## config.mk

```make
export PLATFORM = sky130hd
export DESIGN_NAME = fdr_cfg
export DESIGN_NICKNAME = d
export VERILOG_FILES = /design/src/hw/rtl/frame_deque_ring_top_macros.svh /design/src/hw/rtl/fdr_pkg.sv /design/src/hw/rtl/fdr_cfg.sv
export SDC_FILE = /design/constraint.sdc
export NUM_CORES = 1
export LEC_CHECK = 0
export ABC_AREA = 1
export BUFFER_PORTS_ARGS = -buffer_cell sky130_fd_sc_hd__buf_2
export CAP_MARGIN = 20
export CORE_MARGIN = 4
export CORE_UTILIZATION = 37
export DETAILED_ROUTE_END_ITERATION = 10
export PLACE_DENSITY = 0.85
export SETUP_SLACK_MARGIN = 0.02
export SLEW_MARGIN = 10
export SYNTH_ARGS = -nofsm -noshare
export SYNTH_HDL_FRONTEND = slang
export SYNTH_SLANG_ARGS = --single-unit
```

## constraint.sdc

```tcl
create_clock -name clk -period 1.3 [get_ports clk]
set_input_delay 0.065 -clock clk [delete_from_list [all_inputs] [get_ports clk]]
set_output_delay 0.065 -clock clk [all_outputs]
set_load 0.05 [all_outputs]
```

## src/hw/rtl/frame_deque_ring_top_macros.svh

```systemverilog
// assertion macros shared by the frame deque ring rtl
`ifndef FRAME_DEQUE_RING_TOP_MACROS_SVH
`define FRAME_DEQUE_RING_TOP_MACROS_SVH
`ifndef NO_ASSERTIONS
`define FDR_ASSERT(label, cond) \
  label: assert property (@(posedge clk) disable iff (rst) (cond)) \
    else $error("fdr check failed");
`define FDR_ASSERT_IMP(label, ante, cons) \
  label: assert property (@(posedge clk) disable iff (rst) (ante) |-> (cons)) \
    else $error("fdr check failed");
`define FDR_ASSERT_NEXT(label, ante, cons) \
  label: assert property (@(posedge clk) disable iff (rst) (ante) |=> (cons)) \
    else $error("fdr check failed");
`else
`define FDR_ASSERT(label, cond)
`define FDR_ASSERT_IMP(label, ante, cons)
`define FDR_ASSERT_NEXT(label, ante, cons)
`endif
`endif

```

## src/hw/rtl/fdr_pkg.sv

```systemverilog
// shared types and codes of the frame deque ring
package fdr_pkg;

  localparam int CMD_W  = 3;
  localparam int BYTE_W = 8;
  localparam int LEN_W  = 7;
  localparam int STAT_W = 2;
  localparam int CAP_W  = 4;
  localparam int APB_AW = 3;
  localparam int APB_DW = 32;

  localparam logic [CMD_W-1:0] CMD_PUSH_BACK  = 3'd0;
  localparam logic [CMD_W-1:0] CMD_PUSH_FRONT = 3'd1;
  localparam logic [CMD_W-1:0] CMD_POP_FRONT  = 3'd2;
  localparam logic [CMD_W-1:0] CMD_POP_BACK   = 3'd3;
  localparam logic [CMD_W-1:0] CMD_PEEK_FRONT = 3'd4;
  localparam logic [CMD_W-1:0] CMD_CLEAR      = 3'd5;

  localparam logic [STAT_W-1:0] STAT_OK    = 2'd0;
  localparam logic [STAT_W-1:0] STAT_FULL  = 2'd1;
  localparam logic [STAT_W-1:0] STAT_EMPTY = 2'd2;
  localparam logic [STAT_W-1:0] STAT_TRUNC = 2'd3;

  localparam logic [1:0] OPEN_IDLE   = 2'd0;
  localparam logic [1:0] OPEN_BACK   = 2'd1;
  localparam logic [1:0] OPEN_FRONT  = 2'd2;
  localparam logic [1:0] OPEN_REJECT = 2'd3;

  localparam logic REG_SLOTS = 1'b0;
  localparam logic REG_MAX   = 1'b1;

  localparam logic [CAP_W-1:0] SLOTS_RESET = 4'd8;
  localparam logic [LEN_W-1:0] MAX_RESET   = 7'd64;

  typedef struct packed {
    logic [CAP_W-1:0] slots_in_use;
    logic [LEN_W-1:0] max_frame_bytes;
  } cfg_t;

  typedef struct packed {
    logic wr_slots;
    logic wr_max;
  } cfg_evt_t;

  typedef struct packed {
    logic [LEN_W-1:0]  frame_length;
    logic [STAT_W-1:0] status;
    logic              last;
    logic              from_mem;
  } res_meta_t;

  typedef struct packed {
    logic [BYTE_W-1:0] byte_out;
    logic [LEN_W-1:0]  frame_length;
    logic [STAT_W-1:0] status;
    logic              last;
  } result_t;

endpackage

```

## src/hw/rtl/fdr_cfg.sv

```systemverilog
// apb register block of the frame deque ring
module fdr_cfg import fdr_pkg::*; (
  input  logic              clk,
  input  logic              rst,
  input  logic              psel,
  input  logic              penable,
  input  logic              pwrite,
  input  logic [APB_AW-1:0] paddr,
  input  logic [APB_DW-1:0] pwdata,
  output logic [APB_DW-1:0] prdata,
  output logic              pready,
  output cfg_t              cfg,
  output cfg_evt_t          evt
);

  logic reg_idx;
  logic wr;

  assign reg_idx = paddr[2];
  assign wr      = psel & penable & pwrite;
  assign pready  = 1'b1;

  assign evt.wr_slots = wr && (reg_idx == REG_SLOTS);
  assign evt.wr_max   = wr && (reg_idx == REG_MAX);

  always_ff @(posedge clk) begin
    if (rst) begin
      cfg.slots_in_use    <= SLOTS_RESET;
      cfg.max_frame_bytes <= MAX_RESET;
    end else begin
      if (evt.wr_slots) begin
        cfg.slots_in_use <= pwdata[CAP_W-1:0];
      end
      if (evt.wr_max) begin
        cfg.max_frame_bytes <= pwdata[LEN_W-1:0];
      end
    end
  end

  always_comb begin
    unique case (reg_idx)
      REG_SLOTS: prdata = APB_DW'(cfg.slots_in_use);
      REG_MAX:   prdata = APB_DW'(cfg.max_frame_bytes);
      default:   prdata = '0;
    endcase
  end

endmodule

```

==> results.tsv, run 1 <==
metric	value	unit
cts_buffers	3	
drt_iter0_markers	11	
mostFrequentLayoutCells	buf_2 (32), nand2_1 (27), conb_1 (26)	
antenna_found_initial	0	
worstPathArrival	1000	ps
cts_resized	0	
clk_latency	260	ps
num_rows	16	
firstDrtPassIters	3	
route.met2.wl	732	um
multi_input_area	392	um^2
wl_met3	218	um
synth.avg_cell_area	6.85	um^2
path_max_fanout	3	
overflow	0	
tns	0	ps
clockBufferDepth	2	
r2r_cells	2	
ys_ff_latch	11	
cp.required	1240	ps
largest_reg_flops	11	
start_util	39.7	%
cts_hold_buf	0	
n_antenna_cell	0	
ioPinCount	86	
grt_pass1_wl	2320	um
finalCritPeriodShare	81.6	%
seq_area_frac_synth	27.7	%
finalWirelength	1590	um
rsz0062_at_grt	false	
cts-root-buf	clkbuf_4	
ir_drop	0.429	mV
ant_nets	0	
critPathKind	register to primary output	
setup_viol	0	
pwr_density_cell	1080	mW/mm^2
vias_per_cell	3.94	
routedWlPerCell	9.14	um
cts_htree_levels	1	
dp_hpwl	1270	um
fin_nets	188	
die_x	54.3	um
finClkSkew	0	ps
design.die.area	0.00295	mm^2
fp.dieH	54.3	um
grt_max_degree	17	
max_freq	0.942	GHz
status	finished clean	
hp-class	input port to register	
final_hold_viol_count	0	
fp.coreArea	0.00200	mm^2
hold_depth	3	
grt_pass1_vias	524	
whs	12.7	ps
finalCriticalPeriod	1060	ps
synth_cells	116	
leakagePower	0.539	nW
mostFrequentLayoutCell	buf_2	
clk_pin_slew	80	ps
cts_tree	done	
yosys.cell_types.count	14	
cts_sinks	11	
yosys_warnings	0	
top_register	cfg	
nFillCells	244	
cp-end-kind	primary output	
crit_path_start_kind	register	
drcViolationCount	0	
syn_area	795	um^2
max_cap_viol_count	0	
io_buffers	32	
largest_registers	cfg: 11 flops	
wl_met1	628	um
gp_congestion	0.742	
register_area	220	um^2
drive_gt1_share	27.2	%
cts_setup_buffers	0	
highest_layer	met4	
syn_to_final_growth	11.0	%
slew_violations	0	
grtUsageTotal	11.1	%
routed-via-count	686	
[path summary, 6_finish.rpt]
kind,startpoint,to,slack (ps)
max,cfg[2],prdata[2],240
min,pwdata[6],cfg[6],10
max reg2reg,cfg[10],cfg[10],700
min reg2reg,cfg[5],cfg[5],500
[layout make-up]
cell class | count | area share [%]
Clock buffer | 4 | 2.98
Inverter | 12 | 5.67
Multi-Input combinational cell | 88 | 44.4
Sequential cell | 11 | 25.0
Tap cell | 27 | 3.83
Timing Repair Buffer | 32 | 18.2
[per-stage QoR]
step	worst slack [ps]	power, W	area, um^2	std cells	util, %
after floorplan	156	0.000739	885	140	-
after global placement	271	0.000724	856	170	42.8
after detailed placement	269	0.000726	856	170	42.8
after CTS	220	0.000959	882	174	44.1
after global routing	163	0.00100	882	174	44.1
final	239	0.000953	882	174	44.1
[power breakdown]
group | total [W] | switching [W] | internal (W)
clock | 0.000235 | 0.000116 | 0.000118
combinational | 0.000362 | 0.000312 | 0.0000500
sequential | 0.000356 | 0.00000735 | 0.000349
total | 0.000953 | 0.000436 | 0.000517
[metal layers]
layer | global-route usage (%) | up-vias
met5 | 0 | -
met4 | 4.98 | 0
met3 | 3.54 | 2
met2 | 18.3 | 33
met1 | 13.0 | 290
li1 | - | 361
[worst max-delay path: stages (launching register included)]
cell and delay [ps]:
dfxtp_1 350, nand2_1 60, nand2_1 70, buf_2 250
[cell usage after synthesis, drive strengths merged]
cell type | instances | area share [%]
inv | 12 | 6.3
conb | 2 | 0.95
dfxtp | 11 | 28
o21ai | 2 | 1.3
nand3 | 12 | 9.1
buf | 29 | 28
nor2 | 21 | 14
nand2 | 27 | 13
[kinds of logic after synthesis]
| group | share of synthesized area (%) |
|---|---|
| AOI/OAI and AO/OA | 1.26 |
| other | 0.945 |
| buffers and inverters | 34.3 |
| and+or+nand+nor | 35.7 |
| DFF | 27.7 |
Power figures use the tool's default switching activity.
==> run 2: changes to the inputs <==
--- a/config.mk
+++ b/config.mk
@@ -9,9 +9,9 @@
 export BUFFER_PORTS_ARGS = -buffer_cell sky130_fd_sc_hd__buf_2
 export CAP_MARGIN = 20
 export CORE_MARGIN = 4
-export CORE_UTILIZATION = 37
+export CORE_UTILIZATION = 31
 export DETAILED_ROUTE_END_ITERATION = 10
-export PLACE_DENSITY = 0.85
+export PLACE_DENSITY = 0.76
 export SETUP_SLACK_MARGIN = 0.02
 export SLEW_MARGIN = 10
 export SYNTH_ARGS = -nofsm -noshare
==> constraint.sdc (replaced) <==
create_clock -name clk -period 0.9 [get_ports clk]
set_input_delay 0.045 -clock clk [delete_from_list [all_inputs] [get_ports clk]]
set_output_delay 0.045 -clock clk [all_outputs]
set_load 0.05 [all_outputs]
==> results.tsv, run 2 (synthesized netlist as in run 1, its figures left out) <==
metric	value	unit	change
finClkSkew	0	ps	unchanged
rsz0062_at_grt	true		
drcViolationCount	0		unchanged
mostFrequentLayoutCells	conb_1 (26), nor2_1 (18), nand2_1 (17)		
ir_drop	0.569	mV	+33%
reg2reg_to	cfg[2]		
status	complete, but fails checks		
routed-via-count	730		+6.4%
finalCriticalPeriod	959	ps	
clk_pin_slew	70	ps	about the same
clk_latency	270	ps	about the same
cts_buffers	3		unchanged
r2r_slack	210	ps	-490 ps
path_max_fanout	3		unchanged
fin_ws	-59.5	ps	-298 ps
rr_startpoint	cfg[2]		
routedWlPerCell	9.40	um	+2.8%
slowest_delay	330	ps	-20 ps
cts_htree_levels	1		unchanged
slew_violations	0		unchanged
max_freq	1.04	GHz	
grt_pass1_vias	629		+20%
cp_slowest_cell	dfxtp_2		
cts_tree	done		
cp_num_buf_inv	2		+1
ioPinCount	86		unchanged
critPathKind	register to primary output		
nFillCells	267		+9.4%
finalCritPeriodShare	107	%	
firstDrtPassIters	4		+1
grt_pass1_wl	2610	um	+13%
final_cells	186		+6.9%
fp.dieH	58.6	um	+7.9%
r2r_cells	3		+1
largest_reg_flops	11		unchanged
top_register	cfg		
die_x	58.6	um	+7.9%
violations	negative setup slack		
cp.required	850	ps	-390 ps
crit_path_start_kind	register		
dp.cells	179		+5.3%
gp_congestion	0.722		-2.7%
grt_max_degree	15		-2
clockBufferDepth	2		unchanged
finalWirelength	1750	um	+9.9%
worstPathArrival	910	ps	-90 ps
io_buffers	32		unchanged
dp_hpwl	1370	um	+7.6%
leakagePower	0.583	nW	+8.1%
fin_nets	197		+4.8%
cp-end-kind	primary output		
mostFrequentLayoutCell	conb_1		
cts-root-buf	clkbuf_4		
dp_slack	-28.2	ps	-297 ps
antenna_found_initial	0		unchanged
fp.coreArea	0.00245	mm^2	+23%
power.total	0.00147	W	+54%
path_cells	nand2_2 -> clkinvlp_4 -> buf_6		
largest_registers	cfg: 11 flops		
design.die.area	0.00344	mm^2	+16%
drive_gt1_share	45.5	%	+18 points
max_cap_viol_count	0		unchanged
setup_viol	8		+8
syn_to_final_growth	40.0	%	
hold_start	pwdata[4]		
cts_sinks	11		unchanged
vias_per_cell	3.92		-0.45%
ant_nets	0		unchanged
hold_end	cfg[4]		
n_antenna_cell	0		unchanged
final_hold_viol_count	0		unchanged
grtUsageTotal	10.0	%	-1.1 points
critical_path.top_delay_family	flip-flops		
overflow	0		unchanged
start_util	32.4	%	-7.3 points
hp-class	input port to register		
drt_iter0_markers	6		-5
num_rows	18		+2
hold_depth	5		+2
pwr_density_cell	1320	mW/mm^2	+22%
run 2: changes by cell type in the layout (fill, tap and decap cells not counted), moves of 4 or more:
cell	previous run	this run
dfxtp_2	0	10
nand2_2	0	10
buf_6	0	7
buf_4	0	14
nand2_1	27	17
dfxtp_1	11	0
buf_2	32	14
buf_8	0	4
run 2: how the worst max path moves through the flow:
stage / end / startpoint / cells past startpoint / slack (ps)
2_1_floorplan: prdata[4] / cfg[4] / 2 / 30
3_3_place_gp: evt[0] / paddr[2] / 4 / -10
3_5_place_dp: cfg[5] / paddr[2] / 6 / -30
4_1_cts: prdata[5] / cfg[5] / 3 / -60
5_1_grt: prdata[5] / cfg[5] / 3 / -90
6_report: prdata[4] / cfg[4] / 3 / -60
run 2: worst min-delay path, cell delays in order:
cell and delay, ps:
buf_2 70, inv_1 30, nand3_1 70, nand2_1 50, nor2_1 70
run 2: final cells by class:
cell class	count	area, um^2	share of cell area, %
multi-input combinational	88	417	37.5
timing repair buffer	41	334	30.0
sequential	11	236	21.3
inverter	12	61.3	5.51
tap	30	37.5	3.37
clock buffer	4	26.3	2.36
run 2: through the flow:
step / utilization (%) / hold WS (ps) / area [um^2] / TNS [ps]
floorplan: - / 171 / 920 / 0
global placement: 38.3 / 261 / 940 / -28.7
detailed placement: 38.3 / 271 / 940 / -39.0
CTS: 44.3 / 94.5 / 1090 / -347
global route: 45.3 / 117 / 1110 / -666
finish: 45.3 / 92.5 / 1110 / -333
run 2: layer usage:
metal / GRT usage (%) / share of wire (%) / vias up
li1: - / - / 375
met1: 10.2 / 34 / 319
met2: 19.5 / 56 / 34
met3: 1.10 / 9.3 / 2
met4: 5.83 / 0.92 / 0
met5: 0 / 0 / -
run 2: timing repair:
action	CTS	global route
setup endpoints to repair	19	15
hold buffers	2	0
hold endpoints to repair	2	0
pin swaps	6	1
buffers inserted	0	1
resized for setup	35	5
run 2: where the power goes:
| group | total [W] | switching (W) | internal (W) |
|---|---|---|---|
| clock | 0.000347 | 0.000175 | 0.000172 |
| combinational | 0.000599 | 0.000466 | 0.000133 |
| sequential | 0.000519 | 0.0000145 | 0.000505 |
| total | 0.00147 | 0.000656 | 0.000809 |
==> run 3: changes to the inputs <==
==> constraint.sdc (replaced) <==
create_clock -name clk -period 0.9 [get_ports clk]
set_input_delay 0.045 -clock clk [delete_from_list [all_inputs] [get_ports clk]]
set_output_delay 0.045 -clock clk [all_outputs]
set_load 0.005 [all_outputs]
==> results.tsv, run 3 (synthesized netlist as in run 1, its figures left out) <==
metric	value	unit	change
hp-class	input port to register		
cts_buffers	3		unchanged
gp_congestion	0.780		+8.0%
path_max_fanout	3		unchanged
fin_util	38.1	%	-7.2 points
routed-via-count	667		-8.6%
leakagePower	0.560	nW	-3.9%
path_cells	nand2_1 -> nand2_1 -> buf_2		
cp_num_buf_inv	1		-1
antenna_found_initial	0		unchanged
drive_gt1_share	35.1	%	-10 points
cts_tree	done		
routedWlPerCell	9.03	um	-3.9%
dp_hpwl	1280	um	-6.7%
finalCriticalPeriod	873	ps	-86.4 ps
clk_latency	270	ps	about the same
start_util	32.4	%	unchanged
max_freq	1.15	GHz	+9.9%
power.total	0.00107	W	-27%
slowest_delay	350	ps	+20 ps
finalCritPeriodShare	97.0	%	-9.6 points
cp_slowest_cell	dfxtp_2		
drt_iter0_markers	23		+17
mostFrequentLayoutCell	buf_2		
finClkSkew	0	ps	unchanged
final_hold_viol_count	0		unchanged
grt_pass1_wl	2410	um	-7.7%
critical_path.top_delay_family	flip-flops		
status	finished clean		
slew_violations	0		unchanged
grt_pass1_vias	597		-5.1%
pwr_density_cell	1150	mW/mm^2	-13%
cts_sinks	11		unchanged
largest_registers	cfg: 11 flops		
power_frac_comb	19.8	%	-21 points
design.die.area	0.00344	mm^2	unchanged
grt_max_degree	13		-2
syn_to_final_growth	17.6	%	
cts_htree_levels	1		unchanged
io_buffers	32		unchanged
p_sw_share	28.9	%	-16 points
firstDrtPassIters	4		unchanged
clockBufferDepth	2		unchanged
clk_pin_slew	70	ps	about the same
intPower	0.000761	W	-6.0%
max_cap_viol_count	0		unchanged
top_register	cfg		
rsz0062_at_grt	true		
cp-end-kind	primary output		
n_antenna_cell	0		unchanged
cpMostUsedCell	nand2_1		
fp.coreArea	0.00245	mm^2	unchanged
grtUsageTotal	9.07	%	-0.97 points
cp.required	850	ps	about the same
worstPathArrival	830	ps	-80 ps
cts_setup_buffers	0		unchanged
dp_slack	72.0	ps	+100 ps
finalWirelength	1630	um	-6.5%
vias_per_cell	3.69		-6.1%
ant_nets	0		unchanged
mostFrequentLayoutCells	buf_2 (32), nand2_1 (27), conb_1 (26)		
setup_viol	0		-8
ir_drop	0.527	mV	-7.4%
num_rows	18		unchanged
ioPinCount	86		unchanged
crit_path_start_kind	register		
cts-root-buf	clkbuf_4		
fp.dieH	58.6	um	unchanged
overflow	0		unchanged
critPathKind	register to primary output		
clkPwrFrac	31.7	%	+8.0 points
switching_power	0.000309	W	-53%
die_x	58.6	um	unchanged
seqPwrFrac	48.4	%	+13 points
fin_nets	192		-2.5%
fin_ws	27.0	ps	+86.4 ps
largest_reg_flops	11		unchanged
drcViolationCount	0		unchanged
run 3: cell count changes in the layout (fill, tap and decap cells not counted):
cell	delta
buf_6	-7
nand2_1	+10
buf_2	+18
dfxtp_2	+1
inv_1	+3
buf_8	-4
buf_4	-12
dfxtp_4	-1
clkinvlp_4	-3
nand2_2	-10
run 3: what timing repair did:
action / CTS / global route
gates resized for setup: 8 / 3
endpoints found under the setup margin: 5 / 7
hold buffers: 2 / 0
pin swaps: 0 / 3
hold endpoints to repair: 2 / 0
run 3: cell type report:
type                       count  area, um^2
fill                         274        1520
multi-input combinational     88         392
sequential                    11         234
timing repair buffer          36         195
inverter                      12        50.0
tap                           30        37.5
clock buffer                   4        26.3
run 3: per-layer routing:
metal  share of wire [%]  global-route usage [%]  wire, um  up-vias
met5                   0                       0         0        -
met4                   0                    4.85         0        0
met3                 7.9                    1.54       129        0
met2                  52                    16.6       849       26
met1                  40                    9.85       654      275
li1                    -                       -         -      366
run 3: worst paths after layout:
kind         slack, ps  depth (start not counted)         to       from
max                 30                          3  prdata[0]     cfg[7]
min                 90                          5     cfg[4]  pwdata[4]
max reg2reg        310                          2    cfg[10]    cfg[10]
min reg2reg        480                          2     cfg[3]     cfg[3]
run 3: stage by stage:
stage	setup TNS (ps)	instances	area (um^2)	hold WS, ps
finish	0	181	935	93.8
global route	-35.2	181	935	119
CTS	0	181	931	91.7
detailed placement	0	175	875	273
global placement	0	175	875	266
floorplan	0	140	885	171
run 3: worst reg2reg max path: stages (launching register included):
cell     delay [ps]
dfxtp_2         330
o21ai_0          60
nand3_1          80
run 3: power groups by stage:
stage	logic (W)	registers, W	clock network (W)
2_1_floorplan	0.000211	0.000528	0
3_3_place_gp	0.000202	0.000526	0
3_5_place_dp	0.000205	0.000526	0
4_1_cts	0.000212	0.000517	0.000363
5_1_grt	0.000244	0.000521	0.000367
6_report	0.000212	0.000518	0.000340
